File: config.mk
export PLATFORM = sky130hd
export DESIGN_NAME = edpd_front
export DESIGN_NICKNAME = d
export VERILOG_FILES = /design/src/sv/edpd_pkg.sv /design/src/sv/edpd_front.sv
export SDC_FILE = /design/constraint.sdc
export NUM_CORES = 1
export LEC_CHECK = 0
export ABC_AREA = 1
export BUFFER_PORTS_ARGS = -buffer_cell sky130_fd_sc_hd__buf_4
export CAP_MARGIN = 20
export CORE_ASPECT_RATIO = 0.5
export CORE_MARGIN = 5
export CORE_UTILIZATION = 44
export CTS_CLUSTER_DIAMETER = 100
export DETAILED_ROUTE_END_ITERATION = 8
export GPL_TIMING_DRIVEN = 0
export PLACE_DENSITY = 0.86
export SYNTH_ARGS = -nofsm -noshare
export SYNTH_HDL_FRONTEND = slang
export SYNTH_SLANG_ARGS = --single-unit
File: constraint.sdc
create_clock -name aclk -period 2.2 [get_ports aclk]
set_clock_uncertainty 0.05 [all_clocks]
set_input_delay 0.22 -clock aclk [delete_from_list [all_inputs] [get_ports aclk]]
set_output_delay 0.22 -clock aclk [all_outputs]
set_load 0.02 [all_outputs]
File: src/sv/edpd_pkg.sv
`timescale 1ns / 1ps
// ----------------------------------------------------------------------------
// edpd_pkg: shared types and constants
// Widths, register indexes, error arithmetic helpers for the palette ditherer.
// ----------------------------------------------------------------------------
package edpd_pkg;
    localparam int MAX_WIDTH       = 512;
    localparam int PALETTE_DEPTH   = 16;
    localparam int ERROR_FRAC_BITS = 4;
    localparam int ERR_BITS        = 10 + ERROR_FRAC_BITS;
    localparam int COL_BITS        = $clog2(MAX_WIDTH);
    localparam int IDX_BITS        = $clog2(PALETTE_DEPTH);
    localparam int ROW_BITS        = 12;
    localparam int MAX_HEIGHT      = 4096;
    localparam int SUM_BITS        = 48;
    localparam int SQ_BITS         = 2 * ERR_BITS + 2;

    localparam logic [1:0] REG_IMAGE_WIDTH  = 2'd0;
    localparam logic [1:0] REG_IMAGE_HEIGHT = 2'd1;
    localparam logic [1:0] REG_PALETTE_SIZE = 2'd2;

    localparam logic ACT_LOAD  = 1'b0;
    localparam logic ACT_PIXEL = 1'b1;

    typedef logic signed [ERR_BITS-1:0] err_t;
    typedef err_t [2:0] err3_t;

    // item passed from the front to the back through the queue
    typedef struct packed {
        logic [7:0] red;
        logic [7:0] green;
        logic [7:0] blue;
    } pix_t;

    function automatic err_t sat_err(input logic signed [ERR_BITS+1:0] x);
        logic signed [ERR_BITS+1:0] mx;
        logic signed [ERR_BITS+1:0] mn;
        mx = (ERR_BITS+2)'((1 <<< (ERR_BITS-1)) - 1);
        mn = -(ERR_BITS+2)'(1 <<< (ERR_BITS-1));
        if (x > mx) return err_t'(mx);
        if (x < mn) return err_t'(mn);
        return err_t'(x);
    endfunction

    // round half up of e*k/16: floor((e*k+8)/16)
    function automatic err_t share(input err_t e, input logic [2:0] k);
        logic signed [ERR_BITS+4:0] t;
        t = (ERR_BITS+5)'(e) * $signed({2'b00, k}) + (ERR_BITS+5)'(8);
        return err_t'(t >>> 4);
    endfunction
endpackage

File: src/sv/edpd_front.sv
`timescale 1ns / 1ps
// ----------------------------------------------------------------------------
// edpd_front: input classifier
// Writes palette loads to the palette store and queues pixel items.
// ----------------------------------------------------------------------------
module edpd_front (
    input  logic                 aclk,
    input  logic                 aresetn,
    input  logic                 s_valid,
    output logic                 s_ready,
    input  logic                 action,
    input  logic [3:0]           entry_index,
    input  edpd_pkg::pix_t       pix_in,
    input  logic                 eng_idle,
    output logic                 load_we,
    output logic [3:0]           load_idx,
    output edpd_pkg::pix_t       load_data,
    output logic                 q_valid,
    input  logic                 q_ready,
    output edpd_pkg::pix_t       q_data
);
    import edpd_pkg::*;

    // two entry queue
    pix_t       mem_reg [2];
    logic       wp_reg, wp_next, rp_reg, rp_next;
    logic [1:0] cnt_reg, cnt_next;
    logic       push, pop;

    // a load waits until every earlier pixel has left the palette search
    assign s_ready   = (cnt_reg != 2'd2)
                       && ((action == ACT_PIXEL) || ((cnt_reg == 2'd0) && eng_idle));
    assign push      = s_valid && s_ready && (action == ACT_PIXEL);
    assign load_we   = s_valid && s_ready && (action == ACT_LOAD);
    assign load_idx  = entry_index;
    assign load_data = pix_in;
    assign q_valid   = (cnt_reg != 2'd0);
    assign q_data    = mem_reg[rp_reg];
    assign pop       = q_valid && q_ready;

    always_comb begin
        wp_next  = push ? ~wp_reg : wp_reg;
        rp_next  = pop ? ~rp_reg : rp_reg;
        cnt_next = cnt_reg + 2'(push) - 2'(pop);
    end

    always_ff @(posedge aclk) begin
        if (!aresetn) begin
            wp_reg  <= 1'b0;
            rp_reg  <= 1'b0;
            cnt_reg <= 2'd0;
        end else begin
            wp_reg  <= wp_next;
            rp_reg  <= rp_next;
            cnt_reg <= cnt_next;
        end
    end

    always_ff @(posedge aclk) begin
        if (push) begin
            mem_reg[wp_reg] <= pix_in;
        end
    end
endmodule

==> flow_metrics.env, run 1 <==
export IMPL_ys_types=17
export IMPL_drv_cap=0
export IMPL_dr_wl_met2_mm=2.897
export IMPL_met1_length_mm=1.639
export IMPL_worst_slew_pin_slew_ns=0.9708
export IMPL_synth_simple_area_share=0.03972
export IMPL_area_growth_syn_to_layout_pct=35.43
export IMPL_firstDrtPassIters=4
export IMPL_placed_cells=301
export IMPL_cts_path_max_buffers=2
export IMPL_setup_violations=0
export IMPL_track_usage=0.1414
export IMPL_wl_per_cell_um=15.50
export IMPL_ios=89
export IMPL_path_cells="inv_2 > nand2_1 > nand4_1 > inv_1"
export IMPL_die_h_um=61.47
export IMPL_postSynthAreaPerCell_um2=15.97
export IMPL_synth_warning_count=0
export IMPL_core_area_um2=5022
export IMPL_r2r_cells=4
export IMPL_dp_hpwl_mm=3.643
export IMPL_port_buffers=84
export IMPL_viasPerCell=4.528
export IMPL_fmax_ghz=0.5284
export IMPL_worst_hold_path_num_cells=1
export IMPL_p_leak_nw=1.383
export IMPL_fin_cells=309
export IMPL_min_path_type="primary input to flop"
export IMPL_max_stage_delay_ns=0.73
export IMPL_peakVddDrop_mv=0.3748
export IMPL_cp_arrival_ns=1.77
export IMPL_yosys_register_bits=53
export IMPL_first_global_vias=1521
export IMPL_clk_pin_slew_worst_paths_ns=0.09
export IMPL_critPathMaxFanout=24
export IMPL_cts_tree="done"
export IMPL_dieArea_um2=6942
export IMPL_synth_fa_ha_area_frac=0.01074
export IMPL_syn_nets=182
export IMPL_ctsHoldBuffers=0
export IMPL_drc=0
export IMPL_ys_seq_area_frac=0.6613
export IMPL_synth_compound_area_frac=0.008588
export IMPL_die_width_um=112.9
export IMPL_initial_core_util=0.4641
export IMPL_setup_ws_ns=0.3075
export IMPL_top_layer="met4"
export IMPL_grt_pass1_wl_mm=7.569
export IMPL_post_route_min_period_ns=1.893
export IMPL_drv_slew=0
export IMPL_worstPathRequired_ns=2.07
export IMPL_netlist_area_leader_share=0.6184
export IMPL_synth_area_leaders="edfxtp_1 (62%), mux2_4 (13%), buf_4 (9.0%), dfxtp_1 (4.3%), mux2_2 (1.9%)"
export IMPL_drt_iter0_drc=28
export IMPL_cts_repair_resized=0
export IMPL_slowest_stage="inv_1"
export IMPL_fill_cells=357
export IMPL_synth_top_family_by_area="multiplexers"
export IMPL_antenna_found_initial=0
export IMPL_largest_reg_flops=48
export IMPL_rsz0062_at_grt="false"
export IMPL_fin_nets=274
export IMPL_fin_crit_sh=0.8602
export IMPL_num_rows=18
export IMPL_synth_xor_area_frac=0
export IMPL_drive_gt1_frac=0.6234
export IMPL_end_kind="flop"
export IMPL_syn_area_um2=2331
export IMPL_clock_root_buffer="clkbuf_8"
export IMPL_pwr_density_cell_nw_per_um2=886.9
export IMPL_yosys_area_top_type="edfxtp_1"
export IMPL_post_cts_setup_buffers=0
export IMPL_synthMuxAreaShare=0.1481
export IMPL_slew_limit_headroom=0.3521
export IMPL_finalHoldViolCount=0
export IMPL_critPathKind="flop to flop"
export IMPL_ant_nets=0
export IMPL_routed_wl_met3_um=205
export IMPL_synth_cells=146
export IMPL_grt_start_max_net_pins=25
export IMPL_worst_skew_pair_late_latency_ns=0.29
export IMPL_vias=1399
export IMPL_power_mw=2.800
export IMPL_cts_buffers=5
export IMPL_status="finished clean"
export IMPL_gp_congestion=0.7116
export IMPL_startpoint_type="flop"
export IMPL_cts_sinks=53
export IMPL_overflow=0
export IMPL_pre_cts_ws_ns=0.3042
export IMPL_diodes=0
export IMPL_wirelength_mm=4.789
export IMPL_htree_levels=2
[where the power goes]
| group | switching [mW] | total, mW | internal (mW) |
|---|---|---|---|
| clock network | 0.298 | 0.556 | 0.257 |
| logic | 0.500 | 1.01 | 0.510 |
| registers | 0.0374 | 1.23 | 1.20 |
[layer usage]
layer / global-route usage / up-vias
li1: - / 670
met1: 0.1432 / 693
met2: 0.3022 / 32
met3: 0.03337 / 4
met4: 0.03425 / 0
met5: 0 / -
[cell usage after synthesis (all sizes together)]
| cell | number |
|---|---|
| edfxtp | 48 |
| buf | 31 |
| mux2 | 24 |
| inv | 12 |
| nand2 | 9 |
| nor2 | 7 |
| dfxtp | 5 |
| nand3 | 3 |
| ha | 2 |
| nand4 | 2 |
| o21a | 2 |
| a21oi | 1 |
[cell families after synthesis]
family | after synthesis
AOI/OAI and AO/OA | 3
adders and majority gates | 2
buffers and inverters | 43
DFF | 53
muxes | 24
and+or+nand+nor | 21
[critical path: cells and delay by family, from the launching register on]
kind,cells,cell delay (ns)
buf+inv,2,0.78
flops,1,0.42
simple gates,2,0.26
[through the flow]
stage          hold WS (ns)  instance area (um2)  setup TNS, ns    util
6_report            0.06448                 3157              0  0.6286
5_1_grt             0.04446                 3157              0  0.6286
4_1_cts             0.05809                 3157              0  0.6286
3_5_place_dp         0.3682                 3067              0  0.6106
3_3_place_gp         0.3643                 3049         -11.93  0.6071
2_1_floorplan        0.2635                 2331              0       -
[layout by cell type, fill, tap and decap left out]
cell and n:
nand4_1 2, clkbuf_8 6, nor2_2 1, o21a_1 2
clkbuf_1 2, ha_1 2, nand3_1 2, inv_2 1
inv_1 11, a21oi_1 1, mux2_2 4, buf_12 2
buf_6 1, buf_8 1, dfxtp_1 5, edfxtp_1 48
buf_4 112, nand2_1 9, mux2_4 20, nand3_2 1
nor2_1 6
[area by class of cell]
type,instances,area (um2),share of cell area
multi-input cells,50,485.5,0.1538
repair buffers,85,645.6,0.2045
plain buffers,31,261.5,0.08284
inverters,12,45.04,0.01427
well taps,70,87.58,0.02774
clock buffers,8,90.09,0.02854
flip-flops and latches,53,1541,0.4883
[path summary, 6_finish.rpt]
check | start | endpoint | slack, ns
hold / removal | pix_in[13] | mem_reg[0][13]$_DFFE_PP_ | 0.06
setup reg to reg | cnt_reg[0]$_SDFF_PN0_ | mem_reg[1][15]$_DFFE_PP_ | 0.31
setup / recovery | cnt_reg[0]$_SDFF_PN0_ | mem_reg[1][15]$_DFFE_PP_ | 0.31
hold reg to reg | rp_reg$_SDFFE_PN0P_ | flop | 0.47
(Power assumes the default switching activity.)
==> run 2: changes to the inputs <==
--- a/config.mk
+++ b/config.mk
@@ -8,13 +8,16 @@
 export ABC_AREA = 1
 export BUFFER_PORTS_ARGS = -buffer_cell sky130_fd_sc_hd__buf_4
 export CAP_MARGIN = 20
+export CELL_PAD_IN_SITES_DETAIL_PLACEMENT = 1
+export CELL_PAD_IN_SITES_GLOBAL_PLACEMENT = 2
 export CORE_ASPECT_RATIO = 0.5
-export CORE_MARGIN = 5
-export CORE_UTILIZATION = 44
+export CORE_MARGIN = 2
+export CORE_UTILIZATION = 29
 export CTS_CLUSTER_DIAMETER = 100
 export DETAILED_ROUTE_END_ITERATION = 8
 export GPL_TIMING_DRIVEN = 0
-export PLACE_DENSITY = 0.86
+export PLACE_DENSITY = 0.85
 export SYNTH_ARGS = -nofsm -noshare
 export SYNTH_HDL_FRONTEND = slang
 export SYNTH_SLANG_ARGS = --single-unit
+export TNS_END_PERCENT = 20
==> run 2 against run 1 <==
Clock-buffer cell count fell by 3. Sequential power about the same. Global-route usage shrank 2.7 points. Critical path type unchanged. Critical endpoint is now mem_reg[1][5]$_DFFE_PP_.
==> flow_metrics.env, run 2 (synthesis gave the netlist of run 1 again) <==
export IMPL_status="finished clean"
export IMPL_gp_congestion=0.6996
export IMPL_worstPathRequired_ns=2.06
export IMPL_min_path_type="primary input to flop"
export IMPL_largest_reg_flops=48
export IMPL_rsz0062_at_grt="false"
export IMPL_final_util=0.4137
export IMPL_cts_tree="done"
export IMPL_p_leak_nw=1.409
export IMPL_setup_violations=0
export IMPL_ant_nets=0
export IMPL_setup_ws_ns=0.3233
export IMPL_port_buffers=84
export IMPL_cts_path_max_buffers=2
export IMPL_finalHoldViolCount=0
export IMPL_hold_ws_ns=0.07441
export IMPL_pwr_density_cell_nw_per_um2=921.1
export IMPL_cts_repair_resized=0
export IMPL_dpl_cell_area_um2=3119
export IMPL_drv_cap=0
export IMPL_peakVddDrop_mv=0.3479
export IMPL_mostFrequentLayoutCell="buf_4"
export IMPL_drv_slew=0
export IMPL_post_route_min_period_ns=1.877
export IMPL_fmax_ghz=0.5329
export IMPL_viasPerCell=3.977
export IMPL_pre_cts_ws_ns=0.2770
export IMPL_slew_limit_headroom=0.3471
export IMPL_fin_crit_sh=0.8530
export IMPL_path_cells="inv_2 > nand2_1 > nand4_1 > inv_1"
export IMPL_area_growth_syn_to_layout_pct=39.94
export IMPL_register_area_um2=1541
export IMPL_mostFrequentLayoutCells="buf_4 (112), edfxtp_1 (48), mux2_4 (20), inv_1 (11), nand2_1 (9)"
export IMPL_num_rows=23
export IMPL_die_width_um=130.8
export IMPL_power_mw=3.004
export IMPL_fill_cells=860
export IMPL_post_cts_setup_buffers=0
export IMPL_grt_start_max_net_pins=25
export IMPL_drive_gt1_frac=0.6276
export IMPL_first_global_vias=1505
export IMPL_firstDrtPassIters=4
export IMPL_ctsHoldBuffers=0
export IMPL_cts_sinks=53
export IMPL_max_stage_delay_ns=0.73
export IMPL_diodes=0
export IMPL_antenna_found_initial=0
export IMPL_drt_iter0_drc=56
export IMPL_critPathKind="flop to flop"
export IMPL_ios=89
export IMPL_startpoint_type="flop"
export IMPL_overflow=0
export IMPL_dp_hpwl_mm=3.830
export IMPL_wl_per_cell_um=13.82
export IMPL_initial_core_util=0.2956
export IMPL_worst_skew_pair_late_latency_ns=0.29
export IMPL_worst_slew_pin_slew_ns=0.9782
export IMPL_htree_levels=2
export IMPL_track_usage=0.1140
export IMPL_cts_buffers=5
export IMPL_drc=0
export IMPL_core_area_um2=7885
export IMPL_critPathMaxFanout=24
export IMPL_fin_nets=274
export IMPL_multi_input_area_um2=485.5
export IMPL_vias=1396
export IMPL_placed_cells=343
export IMPL_clk_pin_slew_worst_paths_ns=0.07
export IMPL_clock_root_buffer="clkbuf_16"
export IMPL_stdcell_area_um2=3262
export IMPL_tns_ns=0
export IMPL_grt_pass1_wl_mm=7.403
export IMPL_cp_arrival_ns=1.73
export IMPL_wirelength_mm=4.852
export IMPL_die_h_um=67.40
export IMPL_end_kind="flop"
export IMPL_slowest_stage="inv_1"
export IMPL_dieArea_um2=8815
export IMPL_fin_cells=351
run 2: cell types whose count changed in the layout (fill, tap and decap cells not counted), sizes merged:
cell    previous run  this run
clkbuf             8         5
clkinv             0         3
run 2: worst max-delay path: cells and delay by family (launching register included):
kind / cells / cell delay [ns]
and+or+nand+nor: 2 / 0.25
buffers and inverters: 2 / 0.78
DFF: 1 / 0.40
run 2: cell type report:
type | count | share of cell area
Sequential cell | 53 | 0.4726
Timing Repair Buffer | 85 | 0.1979
Multi-Input combinational cell | 50 | 0.1488
Buffer | 31 | 0.08017
Tap cell | 112 | 0.04296
Clock buffer | 5 | 0.03836
Inverter | 12 | 0.01381
Clock inverter | 3 | 0.005370
run 2: path summary, 6_finish.rpt:
kind                         startpoint                        to  slack, ns  depth (start not counted)
hold / removal               pix_in[16]  mem_reg[0][16]$_DFFE_PP_       0.07                          1
setup reg to reg  cnt_reg[0]$_SDFF_PN0_   mem_reg[1][5]$_DFFE_PP_       0.32                          4
setup / recovery  cnt_reg[0]$_SDFF_PN0_   mem_reg[1][5]$_DFFE_PP_       0.32                          4
hold reg to reg     rp_reg$_SDFFE_PN0P_       rp_reg$_SDFFE_PN0P_       0.45                          2
run 2: layer usage:
metal,track usage,wire length [um]
met2,0.2402,2995
met1,0.1037,1626
met3,0.03011,137
met4,0.05053,92
met5,0,0
run 2: power by group:
| group | switching (mW) | leakage [nW] | internal (mW) |
|---|---|---|---|
| combinational | 0.509 | 0.856 | 0.512 |
| clock | 0.331 | 0.0712 | 0.418 |
| sequential | 0.0371 | 0.481 | 1.20 |
